<file path="src/rtl/ffba_pkg.sv">
// ----------------------------------------------------------------------------
// ffba_pkg
// Shared types and codes for the first-fit block allocator.
// ----------------------------------------------------------------------------
package ffba_pkg;

	localparam int OP_W     = 2;
	localparam int OFF_W    = 12;
	localparam int REQ_W    = 13;
	localparam int STATUS_W = 2;

	localparam logic [OP_W-1:0] OP_ALLOC   = 2'd0;
	localparam logic [OP_W-1:0] OP_RELEASE = 2'd1;
	localparam logic [OP_W-1:0] OP_RESIZE  = 2'd2;

	localparam logic [STATUS_W-1:0] ST_OK      = 2'd0;
	localparam logic [STATUS_W-1:0] ST_NOSPACE = 2'd1;
	localparam logic [STATUS_W-1:0] ST_BADPTR  = 2'd2;

	typedef enum logic [3:0] {
		S_INIT,
		S_IDLE,
		S_RD,
		S_EV,
		S_CARVE,
		S_SH_RD,
		S_SH_WR,
		S_TAIL,
		S_HEAD,
		S_DONE
	} state_t;

	// what the current block walk is for
	typedef enum logic [2:0] {
		PH_GRANT,
		PH_REL,
		PH_RSZ_LOC,
		PH_RSZ_GROW,
		PH_RSZ_FREE
	} phase_t;

endpackage

</file>
<file path="src/rtl/first_fit_block_allocator.sv">
// A walk reads, then evaluates, each block header it visits, and a split moves table
// entries up one by one; a resize that grows walks three times: locate, search, free.
// One item at a time; the next item is taken while the last result waits.
// Reset: asynchronous; the init state after reset writes the single free block.
// ----------------------------------------------------------------------------
// first_fit_block_allocator
// Block table in a one-port-read/one-port-write synchronous memory, walked
// by a sequencer for first-fit search, pointer lookup and split insertion.
// ----------------------------------------------------------------------------
module first_fit_block_allocator #(
	parameter int ARENA_BYTES  = 4096,
	parameter int HEADER_BYTES = 16,
	parameter int MAX_BLOCKS   = 64
) (
	input  logic                            clk,
	input  logic                            arst_n,
	input  logic                            in_valid,
	output logic                            in_stall,
	input  logic [ffba_pkg::OP_W-1:0]       operation,
	input  logic                            pointer_present,
	input  logic [ffba_pkg::OFF_W-1:0]      payload_offset,
	input  logic [ffba_pkg::REQ_W-1:0]      request_bytes,
	output logic                            out_valid,
	input  logic                            out_stall,
	output logic [ffba_pkg::STATUS_W-1:0]   status,
	output logic                            result_present,
	output logic [ffba_pkg::OFF_W-1:0]      result_offset
);

	localparam int AW = $clog2(ARENA_BYTES + 1);
	localparam int SW = (AW > ffba_pkg::REQ_W) ? AW : ffba_pkg::REQ_W;
	localparam int PW = SW + 1;
	localparam int CW = $clog2(MAX_BLOCKS + 1);
	localparam int IW = $clog2(MAX_BLOCKS);

	logic [SW:0] mem [MAX_BLOCKS];
	logic [SW:0] rdata_q;

	ffba_pkg::state_t state_q, state_d;
	ffba_pkg::phase_t phase_q;

	logic [ffba_pkg::OFF_W-1:0]    off_q;
	logic [ffba_pkg::REQ_W-1:0]    want_q;
	logic [CW-1:0]                 i_q, k_q, count_q;
	logic [PW-1:0]                 pos_q;
	logic [IW-1:0]                 idx_q;
	logic [SW-1:0]                 have_q;
	logic                          split_q;
	logic [ffba_pkg::STATUS_W-1:0] st_q;
	logic                          pres_q;
	logic [ffba_pkg::OFF_W-1:0]    res_q;
	logic                          out_valid_q;
	logic [ffba_pkg::STATUS_W-1:0] status_q;
	logic                          result_present_q;
	logic [ffba_pkg::OFF_W-1:0]    result_offset_q;

	logic            rd_free;
	logic [SW-1:0]   rd_size;
	logic [PW-1:0]   pos_hdr;
	logic            is_find, hit, fits, split_ok, walk_end, out_free;
	logic            rd_en, wr_en;
	logic [IW-1:0]   rd_addr, wr_addr;
	logic [SW:0]     wr_data;
	logic [PW-1:0]   want_hdr;

	assign rd_free  = rdata_q[SW];
	assign rd_size  = rdata_q[SW-1:0];
	assign pos_hdr  = pos_q + PW'(HEADER_BYTES);
	assign is_find  = (phase_q == ffba_pkg::PH_GRANT) || (phase_q == ffba_pkg::PH_RSZ_GROW);
	assign fits     = PW'(rd_size) >= PW'(want_q);
	assign hit      = is_find ? (rd_free && fits) : (pos_hdr == PW'(off_q));
	assign want_hdr = PW'(want_q) + PW'(HEADER_BYTES);
	assign split_ok = (PW'(have_q) > want_hdr) && (count_q < CW'(MAX_BLOCKS));
	assign walk_end = i_q >= count_q;
	assign out_free = !out_valid_q || !out_stall;

	// next state
	always_comb begin
		state_d = state_q;
		unique case (state_q)
			ffba_pkg::S_INIT: state_d = ffba_pkg::S_IDLE;
			ffba_pkg::S_IDLE: begin
				if (in_valid) begin
					if (operation == ffba_pkg::OP_ALLOC || operation == ffba_pkg::OP_RESIZE)
						state_d = ffba_pkg::S_RD;
					else if (operation == ffba_pkg::OP_RELEASE && pointer_present)
						state_d = ffba_pkg::S_RD;
					else
						state_d = ffba_pkg::S_DONE;
				end
			end
			ffba_pkg::S_RD: state_d = walk_end ? ffba_pkg::S_DONE : ffba_pkg::S_EV;
			ffba_pkg::S_EV: begin
				if (!hit) begin
					state_d = ffba_pkg::S_RD;
				end else begin
					unique case (phase_q)
						ffba_pkg::PH_GRANT, ffba_pkg::PH_RSZ_GROW: state_d = ffba_pkg::S_CARVE;
						ffba_pkg::PH_RSZ_LOC:
							state_d = fits ? ffba_pkg::S_CARVE : ffba_pkg::S_RD;
						default: state_d = ffba_pkg::S_DONE;
					endcase
				end
			end
			ffba_pkg::S_CARVE: state_d = split_ok ? ffba_pkg::S_SH_RD : ffba_pkg::S_HEAD;
			ffba_pkg::S_SH_RD:
				state_d = (k_q > CW'(idx_q) + CW'(1)) ? ffba_pkg::S_SH_WR : ffba_pkg::S_TAIL;
			ffba_pkg::S_SH_WR: state_d = ffba_pkg::S_SH_RD;
			ffba_pkg::S_TAIL:  state_d = ffba_pkg::S_HEAD;
			ffba_pkg::S_HEAD:
				state_d = (phase_q == ffba_pkg::PH_RSZ_GROW) ? ffba_pkg::S_RD : ffba_pkg::S_DONE;
			ffba_pkg::S_DONE:  state_d = out_free ? ffba_pkg::S_IDLE : ffba_pkg::S_DONE;
			default: state_d = ffba_pkg::S_IDLE;
		endcase
	end

	// memory control
	always_comb begin
		rd_en   = 1'b0;
		rd_addr = i_q[IW-1:0];
		wr_en   = 1'b0;
		wr_addr = idx_q;
		wr_data = {1'b0, have_q};
		unique case (state_q)
			ffba_pkg::S_INIT: begin
				wr_en   = 1'b1;
				wr_addr = '0;
				wr_data = {1'b1, SW'(ARENA_BYTES - HEADER_BYTES)};
			end
			ffba_pkg::S_RD: rd_en = !walk_end;
			ffba_pkg::S_EV: begin
				if (hit && (phase_q == ffba_pkg::PH_REL || phase_q == ffba_pkg::PH_RSZ_FREE)) begin
					wr_en   = 1'b1;
					wr_addr = i_q[IW-1:0];
					wr_data = {1'b1, rd_size};
				end
			end
			ffba_pkg::S_SH_RD: begin
				rd_en   = 1'b1;
				rd_addr = IW'(k_q - CW'(1));
			end
			ffba_pkg::S_SH_WR: begin
				wr_en   = 1'b1;
				wr_addr = k_q[IW-1:0];
				wr_data = rdata_q;
			end
			ffba_pkg::S_TAIL: begin
				wr_en   = 1'b1;
				wr_addr = idx_q + IW'(1);
				wr_data = {1'b1, have_q - SW'(want_q) - SW'(HEADER_BYTES)};
			end
			ffba_pkg::S_HEAD: begin
				wr_en   = 1'b1;
				wr_data = {1'b0, split_q ? SW'(want_q) : have_q};
			end
			default: ;
		endcase
	end

	always_ff @(posedge clk) begin
		if (wr_en)
			mem[wr_addr] <= wr_data;
		if (rd_en)
			rdata_q <= mem[rd_addr];
	end

	always_ff @(posedge clk or negedge arst_n) begin
		if (!arst_n) begin
			state_q     <= ffba_pkg::S_INIT;
			phase_q     <= ffba_pkg::PH_GRANT;
			count_q     <= CW'(1);
			out_valid_q <= 1'b0;
		end else begin
			state_q <= state_d;
			if (out_valid_q && !out_stall && state_q != ffba_pkg::S_DONE)
				out_valid_q <= 1'b0;
			unique case (state_q)
				ffba_pkg::S_IDLE: begin
					if (in_valid) begin
						off_q  <= payload_offset;
						want_q <= request_bytes;
						i_q    <= '0;
						pos_q  <= '0;
						st_q   <= ffba_pkg::ST_OK;
						pres_q <= 1'b0;
						res_q  <= '0;
						if (operation == ffba_pkg::OP_RELEASE)
							phase_q <= ffba_pkg::PH_REL;
						else if (operation == ffba_pkg::OP_RESIZE && pointer_present)
							phase_q <= ffba_pkg::PH_RSZ_LOC;
						else
							phase_q <= ffba_pkg::PH_GRANT;
					end
				end
				ffba_pkg::S_RD: begin
					if (walk_end) begin
						unique case (phase_q)
							ffba_pkg::PH_GRANT, ffba_pkg::PH_RSZ_GROW: st_q <= ffba_pkg::ST_NOSPACE;
							ffba_pkg::PH_REL, ffba_pkg::PH_RSZ_LOC:    st_q <= ffba_pkg::ST_BADPTR;
							default: ;
						endcase
					end
				end
				ffba_pkg::S_EV: begin
					if (!hit) begin
						pos_q <= pos_hdr + PW'(rd_size);
						i_q   <= i_q + CW'(1);
					end else begin
						idx_q  <= i_q[IW-1:0];
						have_q <= rd_size;
						if (is_find) begin
							res_q  <= pos_hdr[ffba_pkg::OFF_W-1:0];
							pres_q <= 1'b1;
						end else if (phase_q == ffba_pkg::PH_RSZ_LOC) begin
							if (fits) begin
								res_q  <= off_q;
								pres_q <= 1'b1;
							end else begin
								// grow: first-fit search from the start
								phase_q <= ffba_pkg::PH_RSZ_GROW;
								i_q     <= '0;
								pos_q   <= '0;
							end
						end
					end
				end
				ffba_pkg::S_CARVE: begin
					split_q <= split_ok;
					k_q     <= count_q;
				end
				ffba_pkg::S_SH_WR: k_q <= k_q - CW'(1);
				ffba_pkg::S_HEAD: begin
					if (split_q)
						count_q <= count_q + CW'(1);
					if (phase_q == ffba_pkg::PH_RSZ_GROW) begin
						// block starts never move, so look the old pointer up again
						phase_q <= ffba_pkg::PH_RSZ_FREE;
						i_q     <= '0;
						pos_q   <= '0;
					end
				end
				ffba_pkg::S_DONE: begin
					if (out_free) begin
						out_valid_q      <= 1'b1;
						status_q         <= st_q;
						result_present_q <= pres_q;
						result_offset_q  <= res_q;
					end
				end
				default: ;
			endcase
		end
	end

	assign in_stall       = state_q != ffba_pkg::S_IDLE;
	assign out_valid      = out_valid_q;
	assign status         = status_q;
	assign result_present = result_present_q;
	assign result_offset  = result_offset_q;

	a_count_range: assert property (@(posedge clk) disable iff (!arst_n)
		(count_q >= CW'(1)) && (count_q <= CW'(MAX_BLOCKS)))
		else $error("block count out of range");

	a_count_step: assert property (@(posedge clk) disable iff (!arst_n)
		(count_q != $past(count_q)) |-> ($past(state_q) == ffba_pkg::S_HEAD
			&& count_q == $past(count_q) + CW'(1)))
		else $error("block count changed outside a split");

	a_no_write_idle: assert property (@(posedge clk) disable iff (!arst_n)
		(state_q == ffba_pkg::S_IDLE) |-> !wr_en)
		else $error("table write while idle");

	a_read_then_eval: assert property (@(posedge clk) disable iff (!arst_n)
		(state_q == ffba_pkg::S_RD && !walk_end) |=> (state_q == ffba_pkg::S_EV))
		else $error("walk read not followed by evaluation");

endmodule
</file>
<file path="config.mk">
export PLATFORM = sky130hd
export DESIGN_NAME = first_fit_block_allocator
export DESIGN_NICKNAME = d
export VERILOG_FILES = /design/src/rtl/ffba_pkg.sv /design/src/rtl/first_fit_block_allocator.sv
export SDC_FILE = /design/constraint.sdc
export NUM_CORES = 1
export LEC_CHECK = 0
export ABC_AREA = 1
export BUFFER_PORTS_ARGS = -buffer_cell sky130_fd_sc_hd__buf_4
export CORE_MARGIN = 10
export CORE_UTILIZATION = 33
export CTS_CLUSTER_SIZE = 40
export DETAILED_ROUTE_END_ITERATION = 12
export PLACE_DENSITY = 0.49
export SYNTH_ARGS = -nofsm -noshare
export SYNTH_HDL_FRONTEND = slang
export SYNTH_SLANG_ARGS = --single-unit
</file>
<file path="constraint.sdc">
create_clock -name clk -period 12.8 [get_ports clk]
set_input_delay 1.28 -clock clk [delete_from_list [all_inputs] [get_ports clk]]
set_output_delay 1.28 -clock clk [all_outputs]
set_load 0.02 [all_outputs]
</file>
==> reports/metrics.cfg, run 1 <==
[placement]
port_buffers = 48
dpl_cell_area_um2 = 46710
gp_congestion = 0.8323
detailed_place_hpwl_mm = 76.46
place_inst = 5290

[clock_network]
numCtsBuffers = 106
cts_sinks = 1028
cts_repair_resize_count = 0
cts_setup_buffers = 0
clk_transition_reported_paths_ps = 60
ctsLongestPathBuffers = 3
root_buffer = clkbuf_16
hold_buffers = 0
clkLatencyLatePin_ps = 730
htree_num_levels = 3
cts_tree = done

[sta]
finalClockSkew_ps = 32.15
hold_ws_ps = 419.3
fmax_mhz = 181.3
rsz0062_at_grt = false
finalSetupViolations = 0
worst_pin_slew_ps = 1181
fin_crit_sh = 0.4310
slew_violations = 0
tns_ps = 0
period_needed_ps = 5516
slew_headroom = 0.2116
hold_violations = 0

[routing]
route.vias.total = 29140
dr.pass1.iters = 5
drc = 0
drt-initial-drc-count = 2812
wire_per_inst_um = 24.13
routed_wl_mm = 132.5
viasPerCell = 5.308
postRouteAntennaNets = 0

[final_layout]
regArea_um2 = 30800
diodes = 0
fin_nets = 3757
final_area_um2 = 50080
drive_gt1_frac = 0.09826
area_delta_synth_final_pct = 13.69
fill_cells = 12590
multiInputGateArea_um2 = 11840
final_cells = 5490

[yosys]
synth-async-reset-ratio = 0.01459
synth.ff_latch_count = 1028
syn_area_um2 = 44050
syn-instance-count = 3588
synth_enable_flop_cells = 1013
syn_nets = 3702
yosys_most_used_dff = edfxtp_1
syn-mean-instance-area_um2 = 12.28
synth_seq_area_share = 0.6992
synth_warnings = 0
ys_types = 51

[floorplanning]
dieArea_um2 = 148500
start_util = 0.3338
fp.coreArea_um2 = 132000
io_pins = 49
row_count = 133
fp.dieH_um = 385.3
die-width_um = 385.3

[grt]
grt_pass1_vias = 27930
grt_pass1_wl_mm = 193.2
grt_remaining_overflow = 0
grt_usage = 0.1729
grt_max_degree = 206
grt_antenna_before_repair = 3

[critical_path]
reg2reg_depth = 14
rr_startpoint = rdata_q[0]$_DFFE_PP_
rrSetupSlack_ps = 7280
cp_top_family = simple AND/OR/NAND/NOR gates
crit_type = reg2reg
crit_fanout = 30
path_cells = inv_1, ha_1, nand4_1, nor3_1, nand3b_1, nand3_1, nand3_1, nand2_2, nand2_2, inv_1, nand2_1, nand3_2, nand4_1, nor2_1
cp_num_buf_inv = 2
r2r-end = mem[18][10]$_DFFE_PP_
endpoint_kind = flip-flop
crit_path_max_incr_delay_ps = 1120
critical_path.startpoint_type = flip-flop
crit_arrival_ps = 5850
cp_slowest_cell = nor2_1
required_ps = 13130

[min_path]
hold_depth = 0
hold_class = reg2reg
hold_path_end = result_offset[7]$_DFFE_PP_
hp-start = res_q[7]$_SDFFCE_PN0P_

[flow_run]
cap_violations = 0

[power]
total_leakage_power_nw = 16.66
irDropWorstVdd_mv = 0.1376
power_density_nw_per_um2 = 215.2

[run_status]
status = finished, final reports clean

==> final cells by class <==
| cell class | instances | share of cell area |
|---|---|---|
| sequential | 1028 | 0.6150 |
| multi-input combinational | 2166 | 0.2364 |
| clock buffer | 123 | 0.05552 |
| tap | 1755 | 0.04385 |
| timing repair buffer | 153 | 0.02319 |
| inverter | 188 | 0.01437 |
| clock inverter | 77 | 0.01169 |
==> worst max path at each step <==
stage / from / end / slack (ps) / cells after the start
finish: rdata_q[0]$_DFFE_PP_ / mem[18][10]$_DFFE_PP_ / 7280 / 14
CTS: rdata_q[0]$_DFFE_PP_ / mem[18][10]$_DFFE_PP_ / 7230 / 14
detailed placement: rdata_q[0]$_DFFE_PP_ / mem[18][0]$_DFFE_PP_ / 7280 / 14
global route: rdata_q[10]$_DFFE_PP_ / mem[18][10]$_DFFE_PP_ / 6970 / 14
floorplan: pos_q[4]$_SDFFCE_PN0P_ / mem[0][4]$_DFFE_PP_ / 8380 / 15
global placement: rdata_q[11]$_DFFE_PP_ / mem[58][7]$_DFFE_PP_ / 6920 / 14
==> registers in the layout, indices dropped and copies added, names as in the netlist, 4 cells and up <==
register and cells:
mem 896, pos_q 14, rdata_q 14, have_q 13, want_q 13, off_q 12
res_q 12, result_offset 12, count_q 7, i_q 7, k_q 7, idx_q 6
state_q 4
==> synthesized netlist by cell type, types with 4 or more instances <==
cell	n	area share
a211oi_1	4	0.00068
a21oi_1	87	0.0099
a221oi_1	6	0.0012
a31oi_1	5	0.00071
buf_1	10	0.00085
buf_2	18	0.0020
clkbuf_1	173	0.015
dfrtp_1	14	0.0080
edfxtp_1	1013	0.69
ha_1	79	0.022
inv_1	180	0.015
inv_2	8	0.00068
nand2_1	208	0.018
nand2_2	10	0.0014
nand3_1	134	0.015
nand3_2	13	0.0030
nand3b_1	6	0.0010
nand4_1	19	0.0027
nor2_1	621	0.053
nor3_1	23	0.0026
o2111ai_1	7	0.0014
o211ai_1	115	0.020
o21ai_0	530	0.060
o221ai_1	113	0.022
o22ai_1	117	0.017
xnor2_1	5	0.00099
xor2_1	28	0.0056
==> metal layers <==
metal | vias to the layer above | global-route usage | part of all wire | routed length [µm]
li1 | 13490 | - | - | -
met1 | 14670 | 0.2305 | 0.44 | 57870
met2 | 828 | 0.2861 | 0.48 | 63620
met3 | 156 | 0.03122 | 0.060 | 7884
met4 | 2 | 0.05115 | 0.023 | 3097
met5 | - | 0 | 0.000098 | 13
==> kinds of logic after synthesis <==
kind of cell	share of synthesized area
AND/OR/NAND/NOR	0.09962
flip-flops	0.6992
AO/OA/AOI/OAI	0.1362
buffers and inverters	0.03468
adder cells (fa/ha/maj)	0.02380
XOR/XNOR	0.006562
==> cells in the final DEF (no fill, tap or decap), types with 22 or more instances in the layout <==
cell	instances
xor2_1	28
nand2_1	208
buf_4	152
nor3_1	22
nand3_1	131
o211ai_1	115
clkinv_2	24
ha_1	79
o221ai_1	113
clkbuf_16	109
edfxtp_1	1013
inv_1	178
o21ai_0	528
nor2_1	617
a21oi_1	87
o22ai_1	117
clkinv_1	34
==> metrics by stage <==
step	setup WS (ps)	total power [mW]	util
final	7284	10.77	0.3795
after global routing	6972	11.27	0.3795
after CTS	7230	10.88	0.3795
after detailed placement	7276	7.841	0.3540
after global placement	6917	7.837	0.3539
after floorplan	8379	6.467	-
==> where the power goes <==
group	internal, mW	total (mW)	switching, mW
Combinational	0.670	3.16	2.49
Sequential	4.49	4.59	0.0939
Clock	1.70	3.03	1.34
Total	6.86	10.8	3.92
No activity file was read; power rests on OpenSTA's default activity.
==> inputs of run 2 (changes only) <==
==> constraint.sdc (replaced) <==
create_clock -name clk -period 5.2 [get_ports clk]
set_input_delay 0.52 -clock clk [delete_from_list [all_inputs] [get_ports clk]]
set_output_delay 0.52 -clock clk [all_outputs]
set_load 0.02 [all_outputs]
==> reports/metrics.cfg, run 2 (synthesized netlist as in run 1, its figures left out) <==
[run_status]
status = finished, final reports clean

[final_layout]
fill_cells = 12560
largest_register = mem
fin_util = 0.3867
area_delta_synth_final_pct = 15.86
drive_gt1_frac = 0.1047
largest_register_ffs = 896
diodes = 0
final_common_cell = edfxtp_1
fin_nets = 3813
reg_top3 = mem (896), pos_q (14), rdata_q (14)
final_area_um2 = 51030
final_cell_mix = edfxtp_1, nor2_1, o21ai_0

[critical_path]
crit_fanout = 30
critical_path.startpoint_type = flip-flop
crit_type = reg2reg
required_ps = 5620
crit_arrival_ps = 4820
endpoint_kind = flip-flop

[grt]
grt_remaining_overflow = 0
grt_pass1_vias = 28250
grt_pass1_wl_mm = 193.7
grt_usage = 0.1730
grt_antenna_before_repair = 0
grt_max_degree = 154

[power]
irDropWorstVdd_mv = 0.5168
power.switching_mw = 10.09
total_leakage_power_nw = 17.10
seq_power_share = 0.406
switching_share = 0.3650
intPower_mw = 17.55
finalPower_mw = 27.64
power.share.clock = 0.289
comb_power_share = 0.305
power_density_nw_per_um2 = 541.5

[sta]
rsz0062_at_grt = false
slew_headroom = 0.1982
tns_ps = 0
fin_crit_sh = 0.8460
finalClockSkew_ps = 43.00
finalSetupViolations = 0
slew_violations = 0
hold_violations = 0
period_needed_ps = 4399
worst_pin_slew_ps = 1201
fmax_mhz = 227.3

[floorplanning]
row_count = 133
dieArea_um2 = 148500
io_pins = 49
fp.dieH_um = 385.3
start_util = 0.3338
die-width_um = 385.3
fp.coreArea_um2 = 132000

[clock_network]
cts_setup_buffers = 0
ctsLongestPathBuffers = 3
htree_num_levels = 3
clkLatencyLatePin_ps = 750
numCtsBuffers = 111
cts_tree = done
clk_transition_reported_paths_ps = 60
root_buffer = clkbuf_16
cts_sinks = 1028

[routing]
routed_wl_mm = 132.4
drt-initial-drc-count = 3125
dr.pass1.iters = 5
drc = 0
wire_per_inst_um = 23.87
viasPerCell = 5.305
postRouteAntennaNets = 0
route.vias.total = 29420

[placement]
gp_congestion = 0.8569
detailed_place_hpwl_mm = 80.05
dpl_cell_area_um2 = 47120
port_buffers = 48

[flow_run]
cap_violations = 0

[min_path]
hold_class = in2reg

-- run 2: cell count changes in the layout (fill, tap and decap cells not counted), moves of 2 or more --
cell / change
dlygate4sd3_1: +26
buf_12: +18
buf_4: +7
bufinv_16: +7
clkbuf_16: +2
clkinv_1: -2
clkinv_16: +2
clkinv_4: -2
-- run 2: repair_timing --
item	in CTS	in global routing
hold endpoints to repair	40	0
resized for setup	0	0
hold buffers	26	0
-- run 2: path summary, 6_finish.rpt --
check,endpoint,cells after the start,startpoint,slack [ps]
worst max-delay path,mem[50][4]$_DFFE_PP_,15,rdata_q[12]$_DFFE_PP_,800
min in group asynchronous,out_valid$_DFF_PN0_,2,arst_n,270
max in group asynchronous,count_q[0]$_DFFE_PN1P_,2,arst_n,4650
worst min register to register,result_offset[6]$_DFFE_PP_,0,res_q[6]$_SDFFCE_PN0P_,420
worst max register to register,mem[50][4]$_DFFE_PP_,15,rdata_q[12]$_DFFE_PP_,800
worst min-delay path,out_valid$_DFF_PN0_,3,out_stall,150
-- run 2: final cells by class --
type,instances,area (µm²),share of cell area
clock inverter,79,818.3,0.01603
inverter,188,719.4,0.01410
timing repair buffer,204,1834,0.03594
clock buffer,126,2834,0.05553
multi-input combinational,2166,11840,0.2319
tap,1755,2196,0.04303
sequential,1028,30800,0.6035
-- run 2: power by group through the flow --
stage | combinational, mW | clock [mW] | sequential (mW)
floorplan | 4.45 | 0 | 11.5
global placement | 8.47 | 0 | 11.4
detailed placement | 8.45 | 0 | 11.4
CTS | 8.49 | 8.16 | 11.2
global route | 9.12 | 8.47 | 11.3
finish | 8.43 | 7.98 | 11.2
-- run 2: metrics by stage --
step	setup slack [ps]	instances	hold slack, ps
2_1_floorplan	779.0	3588	224.4
3_3_place_gp	840.4	5315	402.1
3_5_place_dp	797.2	5315	404.5
4_1_cts	778.3	5546	116.2
5_1_grt	397.8	5546	171.8
6_report	800.7	5546	147.9
-- run 2: per-layer routing --
layer | global-route usage | wire length (µm) | up-vias
met5 | 0 | 0 | -
met4 | 0.05185 | 3487 | 0
met3 | 0.02450 | 6954 | 175
met2 | 0.2804 | 62570 | 879
met1 | 0.2398 | 59390 | 14770
li1 | - | - | 13590
-- run 2: worst max-delay path: stages (launching register included) --
cell      delay, ps
edfxtp_1        500
ha_1            380
nand2_1          70
nor2_1          170
nand4_1          90
o21bai_1        160
nand3_1         170
nand3_1         140
nand2_2         220
nand2_2         390
inv_1           260
nand2_1         120
nand3_2         230
nand4_1         510
nor2_1          370
buf_4           280
